**src/hsv_pkg.sv**
```systemverilog
package hsv_pkg;

    localparam int unsigned ChanW = 16;
    localparam int unsigned NumCells = ChanW;

    // Hue constants, 65535 stands for 360 degrees
    localparam logic [15:0] DEG60  = 16'd10922;
    localparam logic [15:0] DEG120 = 16'd21845;
    localparam logic [15:0] DEG240 = 16'd43690;
    localparam logic [15:0] DEG360 = 16'd65535;

    // Hue sector select: which channel is largest and sign of the offset
    localparam logic [2:0] SEL_RED_POS = 3'd0;
    localparam logic [2:0] SEL_RED_NEG = 3'd1;
    localparam logic [2:0] SEL_GRN_POS = 3'd2;
    localparam logic [2:0] SEL_GRN_NEG = 3'd3;
    localparam logic [2:0] SEL_BLU_POS = 3'd4;
    localparam logic [2:0] SEL_BLU_NEG = 3'd5;

    // Data handed from one divider cell to the next
    typedef struct packed {
        logic        valid;
        logic [2:0]  sel;
        logic        zero;
        logic [15:0] value;
        logic [15:0] s_div;
        logic [15:0] s_rem;
        logic [15:0] s_low;
        logic [15:0] s_quo;
        logic [15:0] h_div;
        logic [15:0] h_rem;
        logic [15:0] h_low;
        logic [15:0] h_quo;
    } cell_t;

endpackage

```
**src/hsv_div_cell.sv**
```systemverilog
module hsv_div_cell (
    input  logic              clk,
    input  logic              rst_n,
    input  logic              en,
    input  hsv_pkg::cell_t    cell_in,
    output hsv_pkg::cell_t    cell_out
);

    hsv_pkg::cell_t cell_reg;
    hsv_pkg::cell_t cell_next;
    logic [16:0]    s_trial;
    logic [16:0]    h_trial;
    logic           s_bit;
    logic           h_bit;

    // Shift in the next dividend bit and try one subtract per divider
    always_comb
    begin
        s_trial = {cell_in.s_rem, cell_in.s_low[15]};
        h_trial = {cell_in.h_rem, cell_in.h_low[15]};
        s_bit   = (s_trial >= {1'b0, cell_in.s_div});
        h_bit   = (h_trial >= {1'b0, cell_in.h_div});
        cell_next       = cell_in;
        cell_next.s_low = {cell_in.s_low[14:0], 1'b0};
        cell_next.h_low = {cell_in.h_low[14:0], 1'b0};
        cell_next.s_quo = {cell_in.s_quo[14:0], s_bit};
        cell_next.h_quo = {cell_in.h_quo[14:0], h_bit};
        cell_next.s_rem = s_bit ? 16'(s_trial - {1'b0, cell_in.s_div}) : s_trial[15:0];
        cell_next.h_rem = h_bit ? 16'(h_trial - {1'b0, cell_in.h_div}) : h_trial[15:0];
    end

    // Advance when the pipeline moves
    always_ff @(posedge clk or negedge rst_n)
    begin
        if (!rst_n)
        begin
            cell_reg <= '0;
        end
        else if (en)
        begin
            cell_reg <= cell_next;
        end
    end

    assign cell_out = cell_reg;

endmodule

```
**config.mk**
```make
export PLATFORM = sky130hd
export DESIGN_NAME = hsv_div_cell
export DESIGN_NICKNAME = d
export VERILOG_FILES = /design/src/hsv_pkg.sv /design/src/hsv_div_cell.sv
export SDC_FILE = /design/constraint.sdc
export NUM_CORES = 1
export LEC_CHECK = 0
export ABC_AREA = 1
export BUFFER_PORTS_ARGS = -buffer_cell sky130_fd_sc_hd__buf_2
export CAP_MARGIN = 5
export CORE_ASPECT_RATIO = 1.1
export CORE_MARGIN = 2
export CORE_UTILIZATION = 40
export CTS_CLUSTER_SIZE = 28
export DETAILED_ROUTE_END_ITERATION = 16
export GPL_TIMING_DRIVEN = 0
export PLACE_DENSITY = 0.81
export SLEW_MARGIN = 15
export SYNTH_ARGS = -nofsm -noshare
export SYNTH_HDL_FRONTEND = slang
export SYNTH_SLANG_ARGS = --single-unit
export TNS_END_PERCENT = 20
```
**constraint.sdc**
```tcl
create_clock -name clk -period 0.8 [get_ports clk]
set_input_delay 0.04 -clock clk [delete_from_list [all_inputs] [get_ports clk]]
set_output_delay 0.04 -clock clk [all_outputs]
set_load 0.05 [all_outputs]
```
; Word-level counts from Yosys, hierarchy flattened
; Index checks and enable logic that the tools add are counted.
[totals]
input_bits = 152
ff_bits = 147
out_inout_bits = 149
word_cells = 18
[op_classes]
addsub = 2
order_cmp = 2
mux = 2
[ops]
columns = cell, n
row1 = >= comparator 17 x 16 -> 1 bit, 2
row2 = two-way mux 16 bit, 2
row3 = subtractor 16 bit, 2

; Longest topological paths before layout
; Gate-level depths: netlist of the first run.
[depth]
ltp_word = 2
ltp_mapped = 14
ltp_nobuf = 14

; Worst setup path after synthesis of the first run
; Ideal clock, no wire load.
[synth_path]
path_kind = input to register
start = input cell_in[126] (netlist name)
end = register cell_reg (netlist bit cell_out[96])
cell_stages = 11
arrival_ns = 1.330
n_path_buf = 1
path_slack_ns = -0.648
required_ns = 0.682
setup_ns = 0.118
cell_sequence = inv_1 ha_1 a21oi_2 nor2_1 nor2_1 nand2_1 nor2_4 buf_2 nand3_1 nand3_1 nand2_1
[synth_via]
elab_chain_cells = 2
[synth_lines]
columns = item, line_no
row1 = from (decl), hsv_div_cell.sv:5  ; input hsv_pkg::cell_t cell_in,
row2 = >= comparator 17 x 16 -> 1 bit, hsv_div_cell.sv:21  ; s_bit = (s_trial >= {1'b0, cell_in.s_div});
row3 = two-way mux 16 bit, hsv_div_cell.sv:28  ; cell_next.s_rem = s_bit ? 16'(s_trial - {1'b0, cell_in.s_div}) : s_trial[15:0];
row4 = to (signal assigned), hsv_div_cell.sv:41  ; cell_reg <= cell_next;
row5 = to (decl), hsv_div_cell.sv:9  ; hsv_pkg::cell_t cell_reg;
; Every way passes these cells.
; A chain may end at the register's enable or synchronous reset.

; Final worst setup path of the first run
[layout_path]
start = input cell_in[57] (netlist name)
end = register cell_reg (netlist bit cell_out[33])
[layout_via]
elab_chain_cells = 2
[layout_lines]
columns = item, line_no
row1 = >= comparator 17 x 16 -> 1 bit, hsv_div_cell.sv:22  ; h_bit = (h_trial >= {1'b0, cell_in.h_div});
row2 = two-way mux 16 bit, hsv_div_cell.sv:29  ; cell_next.h_rem = h_bit ? 16'(h_trial - {1'b0, cell_in.h_div}) : h_trial[15:0];
; Every way passes these cells.

==> results of run 1 <==
[kinds of logic (layout without fill, tap and decap cells)]
group / after synthesis / after routing / share of synthesized area, %
fa+ha+maj: 34 / 34 / 5.39
xor+xnor: 13 / 13 / 1.39
compound gates: 52 / 52 / 3.36
buf+inv: 161 / 709 / 7.97
flops: 147 / 147 / 45.1
other cells: 1 / 3 / 0.0459
simple gates: 701 / 702 / 36.8
[worst max-delay path: stages]
cell and delay, ns:
buf_2 0.10, inv_2 0.10, ha_4 0.24, nand2_2 0.11, nor2_2 0.06, nand2_2 0.14
nor2_4 0.05, nor2_4 0.16, nand2_8 0.10, buf_12 0.14, buf_12 0.12, nor2_1 0.15
o21ai_2 0.09
[layout make-up]
type | instances | share of cell area, %
antenna | 1 | 0.0164
timing repair buffer | 517 | 31.8
tap | 252 | 2.06
clock buffer | 17 | 2.79
clock inverter | 14 | 0.942
multi-input combinational | 803 | 32.8
sequential | 147 | 24.1
buffer | 40 | 1.76
inverter | 121 | 3.77
[cells in the final DEF, fill, tap and decap left out, types with 5 or more instances in the layout]
cell type      synthesis  routed
nand2_1              537     463
buf_6                  1     184
dfrtp_1              147     147
dlygate4sd3_1          0     137
buf_2                  6     117
buf_4                  4      74
inv_1                117      73
nand2_2               17      50
nand2_4                2      41
ha_4                   0      32
nand3_2                4      31
nand3_1               61      29
o21ai_0               33      26
inv_2                  3      24
nand3b_1              24      24
clkbuf_16              0      20
nor2_1                29      17
inv_4                  0      15
nor2_4                 4      12
clkbuf_1              26      12
buf_8                  0      11
xnor2_1                9       9
a21oi_1               14       9
clkbuf_2               0       8
nor2_2                 3       7
buf_12                 1       7
clkinvlp_4             0       7
inv_6                  0       6
a21oi_2                1       6
inv_12                 0       5
nand3_4                0       5
nand4_1                5       5
[timing repair]
item                                   in CTS  in global routing
pin swaps                                  32                102
resized for setup                         418                158
buffers inserted                           47                 32
setup endpoints to repair                 278                292
endpoints found under the hold margin     203                 55
cloned                                      4                  3
hold buffers                              135                  2
[final timing paths]
kind | from | to | slack, ns | cells past startpoint
worst max-delay path | cell_in[57] | cell_out[33] | -0.53 | 13
worst min-delay path | rst_n | cell_out[78] | -0.48 | 1
worst max register to register | cell_out[49] | cell_out[49] | -0.14 | 2
worst min register to register | cell_out[131] | cell_out[131] | 0.50 | 2
max in group asynchronous | rst_n | cell_out[143] | 0.45 | 2
min in group clk | cell_in[42] | cell_out[43] | 0 | 4
[layer usage]
layer | track usage (%) | vias up | routed length (um)
met5 | 0 | - | 0
met4 | 19.1 | 0 | 2780
met3 | 8.91 | 232 | 3860
met2 | 56.0 | 738 | 18600
met1 | 35.8 | 4905 | 13500
li1 | - | 4484 | -
[per-stage QoR]
| step | power [mW] | cells | hold WS [ns] | utilization, % |
|---|---|---|---|---|
| floorplan | 14.7 | 1110 | -0.256 | - |
| global placement | 16.9 | 1657 | 0.241 | 53.5 |
| detailed placement | 17.0 | 1658 | -0.0123 | 53.7 |
| CTS | 27.5 | 1875 | -0.475 | 72.5 |
| global route | 29.8 | 1912 | -0.460 | 76.6 |
| finish | 28.8 | 1912 | -0.481 | 76.6 |
[power groups by stage]
| stage | logic (mW) | clock network, mW | registers [mW] |
|---|---|---|---|
| 6_report | 11.8 | 8.01 | 8.95 |
| 5_1_grt | 12.4 | 8.42 | 9.01 |
| 4_1_cts | 10.6 | 8.06 | 8.85 |
| 3_5_place_dp | 8.28 | 0 | 8.77 |
| 3_3_place_gp | 8.16 | 0 | 8.75 |
| 2_1_floorplan | 3.01 | 0 | 11.7 |
==> results.json, run 1 <==
{
  "power_leakage_nw": 7.94,
  "finalSetupViolCount": 202,
  "slew_headroom_pct": 50.8,
  "grt_pass1_wl_um": 54800,
  "synth_area_per_cell_um2": 7.36,
  "violations": "negative hold slack, negative setup slack",
  "synth_area_leaders": "dfrtp_1 45%, nand2_1 25%, inv_1 5.4%, ha_1 4.9%, nand3_1 3.7%",
  "synthesis.area_um2": 8170,
  "cts_sinks": 147,
  "yosys.area.top_type": "dfrtp_1",
  "crit_type": "input port to register",
  "fillCellCount": 1089,
  "synth_cell_types": 36,
  "skew_ns": 0,
  "die_h_um": 154,
  "gp_congestion": 0.913,
  "dp.final_hpwl_um": 20300,
  "pwr-share-clk_pct": 27.8,
  "cp.required_ns": 1.11,
  "synth_flop_cell": "dfrtp_1",
  "rsz0062_at_grt": "yes",
  "synth_top_area_share_pct": 45.1,
  "p_int_mw": 17.3,
  "die_w_um": 140,
  "multi_input_area_um2": 5010,
  "synth-seq-area-share_pct": 45.1,
  "switching_share_pct": 40.0,
  "htreeDepth": 4,
  "hold_viol_final": 92,
  "drt_pass1_iterations": 5,
  "grt_max_degree": 95,
  "die_area_um2": 21600,
  "worst-path-max-fanout": 5,
  "fin_crit_sh_pct": 166,
  "stdcell_area_um2": 15300,
  "setup_tns_ns": -49.22,
  "grt.total_usage_pct": 32.5,
  "tightestPinTransition_ns": 0.738,
  "synth_edf_count": 0,
  "power_density_nw_per_um2": 1880,
  "rows": 54,
  "finish.net_count": 1833,
  "finalWirelength_um": 38800,
  "numCtsBuffers": 17,
  "ir_worst_vdd_mv": 1.39,
  "antenna_found_initial": 1,
  "slew_viol_final": 0,
  "place_ws_ns": -1.03,
  "ff_latch_area_um2": 3680,
  "largest_reg_flops": 147,
  "crit_path_start_kind": "input port",
  "crit_arrival_ns": 1.64,
  "start_util_pct": 41.0,
  "ios": 301,
  "fmax_mhz": 754,
  "area_growth_pct": 87.1,
  "synth_common_cells": "537 x nand2_1, 147 x dfrtp_1, 117 x inv_1",
  "insertion_delay_ns": 0.43,
  "first_iter_violations": 714,
  "clk_path_buf_depth": 2,
  "portBuffers": 295,
  "ys_warn_count": 0,
  "drv_cap": 0,
  "post-route-drc-count": 0,
  "coreArea_um2": 19900,
  "comb_power_share_pct": 41.1,
  "final.min_clock_period_ns": 1.33,
  "worst_hold_path_type": "input port to async pin",
  "grt_pass1_vias": 10500,
  "route.detailed.wl_per_inst_um": 20.3,
  "async_flop_share_pct": 100,
  "sequentialPowerShare_pct": 31.1,
  "cts_tree": "done",
  "power.switching_mw": 11.5,
  "viasPerCell": 5.42,
  "hold_ws_ns": -0.481,
  "drtAntennaViolNets": 0,
  "ys_ff_latch": 147,
  "end_kind": "register",
  "status": "finished, violations left",
  "root_buffer": "clkbuf_16",
  "fin_ws_ns": -0.526,
  "yosysMostFrequentCell": "nand2_1",
  "drive_gt1_share_pct": 41.5,
  "postPlaceCellArea_um2": 10700,
  "vias": 10400,
  "path_clk_slew_ns": 0.07,
  "grt.overflow.total": 0,
  "syn_inst": 1109
}
(Power assumes the default switching activity.)
==> run 2, diff against run 1 <==
CELL_PAD_IN_SITES_DETAIL_PLACEMENT = 1   (was not set)
CELL_PAD_IN_SITES_GLOBAL_PLACEMENT = 2   (was not set)
CORE_UTILIZATION = 29   (was 40)
PLACE_DENSITY = 0.95   (was 0.81)
clock period = 1.7 ns   (was 0.8 ns; I/O delays follow)
==> results.json, run 2 (synthesis results as in run 1) <==
{
  "cp.depth": 14,
  "grt_pass1_vias": 9686,
  "slew_headroom_pct": 40.6,
  "tightestPinTransition_ns": 0.891,
  "final.min_clock_period_ns": 1.54,
  "die_h_um": 180,
  "fillCellCount": 3491,
  "path_buf_inv": 4,
  "cpPeakStageDelay_ns": 0.33,
  "layout_commonest_cell": "nand2_1",
  "power_density_nw_per_um2": 1010,
  "top_usage_layer": "met2",
  "cts_sinks": 147,
  "hold_viol_final": 0,
  "htreeDepth": 4,
  "grt_max_degree": 101,
  "grt.overflow.total": 0,
  "finalWirelength_um": 33100,
  "fmax_mhz": 651,
  "crit_type": "input port to register",
  "antenna_found_initial": 5,
  "area_growth_pct": 47.1,
  "hold_path_depth": 3,
  "portBuffers": 295,
  "cp.required_ns": 2.07,
  "fin_ws_ns": 0.163,
  "path_clk_slew_ns": 0.07,
  "rows": 64,
  "status": "finished clean",
  "largest_reg_flops": 147,
  "clk_path_buf_depth": 2,
  "worstPathCellList": "buf_2, inv_1, ha_1, nand2_2, inv_1, nand2_1, nand2_1, nand3b_4, nand2_2, nand2_4, buf_12, nand2_2, nand3_1, nand2_1",
  "grt.total_usage_pct": 22.8,
  "crit_path_start_kind": "input port",
  "r2r_setup_slack_ns": 0.96,
  "grt_pass1_wl_um": 51900,
  "ir_worst_vdd_mv": 0.561,
  "crit_arrival_ns": 1.91,
  "postPlaceCellArea_um2": 10100,
  "drv_cap": 0,
  "cts_tree": "done",
  "layout_common_cells": "537 x nand2_1, 298 x buf_2, 147 x dfrtp_1, 123 x dlygate4sd3_1, 117 x inv_1",
  "insertion_delay_ns": 0.42,
  "start_util_pct": 29.4,
  "worst-path-max-fanout": 10,
  "ios": 301,
  "use_met2_pct": 40.3,
  "die_area_um2": 29500,
  "stdcell_area_um2": 12000,
  "drt_pass1_iterations": 4,
  "slew_viol_final": 0,
  "grt_use_met1_pct": 26.3,
  "fin_crit_sh_pct": 90.4,
  "die_w_um": 164,
  "first_iter_violations": 398,
  "post-route-drc-count": 0,
  "gp_congestion": 0.911,
  "skew_ns": 0,
  "finish.net_count": 1734,
  "use_met3_pct": 5.19,
  "worst_hold_path_type": "input port to register",
  "cp_slowest_cell": "ha_1",
  "root_buffer": "clkbuf_16",
  "rr_worst_depth": 2,
  "path_delay_family": "simple AND/OR/NAND/NOR gates",
  "coreArea_um2": 27800,
  "drive_gt1_share_pct": 24.2,
  "end_kind": "register",
  "hold_ws_ns": 0.0176,
  "drtAntennaViolNets": 0,
  "route.detailed.wl_per_inst_um": 17.2,
  "rsz0062_at_grt": "no",
  "power_leakage_nw": 6.77,
  "numCtsBuffers": 17,
  "place_ws_ns": -0.397,
  "finalSetupViolCount": 0,
  "vias": 8782,
  "post_cts_buffers": 0,
  "viasPerCell": 4.56,
  "dp.final_hpwl_um": 24100
}
## run 2: changes by cell type in the layout (fill, tap and decap cells not counted), moves of 21 or more
cell,delta
inv_1,+44
inv_2,-21
ha_1,+32
buf_4,-69
nand2_2,-33
buf_2,+181
ha_4,-32
nand2_4,-39
nand2_1,+74
buf_6,-183
nand3_2,-27
nand3_1,+32
## run 2: metal layers
| metal | routed length, um | vias up | share of wire, % |
|---|---|---|---|
| met5 | 14 | - | 0.042 |
| met4 | 1020 | 2 | 3.1 |
| met3 | 2080 | 61 | 6.3 |
| met2 | 16300 | 276 | 49 |
| met1 | 13700 | 4160 | 41 |
| li1 | - | 4283 | - |
## run 2: path summary, 6_finish.rpt
path                              start             to
hold reg to reg            cell_out[65]   cell_out[65]
setup reg to reg           cell_out[93]   cell_out[93]
min in group asynchronous         rst_n   cell_out[55]
hold / removal             cell_in[121]  cell_out[121]
max in group asynchronous         rst_n   cell_out[97]
setup / recovery           cell_in[119]  cell_out[107]
## run 2: worst register-to-register path, cell delays in order (launching register included)
cell and delay, ns:
dfrtp_1 0.41, nand2_1 0.08, nand2_1 0.11
## run 2: power by group
part	leakage, nW	switching [mW]	internal, mW	total [mW]
Sequential	1.78	0.219	3.88	4.10
Combinational	4.69	2.80	1.12	3.92
Clock	0.300	1.65	2.48	4.12
Total	6.77	4.67	7.48	12.1
## run 2: final cells by class
| cell class | count | area [um^2] | area share [%] |
|---|---|---|---|
| sequential | 147 | 3680 | 30.6 |
| timing repair buffer | 419 | 2750 | 22.9 |
| tap | 363 | 454 | 3.78 |
| clock inverter | 13 | 201 | 1.68 |
| buffer | 40 | 204 | 1.70 |
| antenna | 3 | 7.51 | 0.0625 |
| clock buffer | 17 | 425 | 3.54 |
| multi-input combinational | 802 | 3840 | 32.0 |
| inverter | 121 | 454 | 3.78 |
## run 2: per-stage QoR
| stage | setup TNS (ns) | utilization, % | cells | total power [mW] |
|---|---|---|---|---|
| final | 0 | 43.2 | 1925 | 12.1 |
| after floorplan | 0 | - | 1110 | 6.67 |
| after detailed placement | -18.41 | 36.5 | 1769 | 7.83 |
| after CTS | 0 | 43.2 | 1922 | 12.2 |
| after global routing | 0 | 43.2 | 1924 | 12.7 |
| after global placement | -284.94 | 36.3 | 1768 | 7.75 |
## run 2: repair_timing
item / 4_1_cts / 5_1_grt
hold buffers: 123 / 0
gates resized for setup: 0 / 7
hold endpoints to repair: 169 / 0
endpoints found under the setup margin: 0 / 13
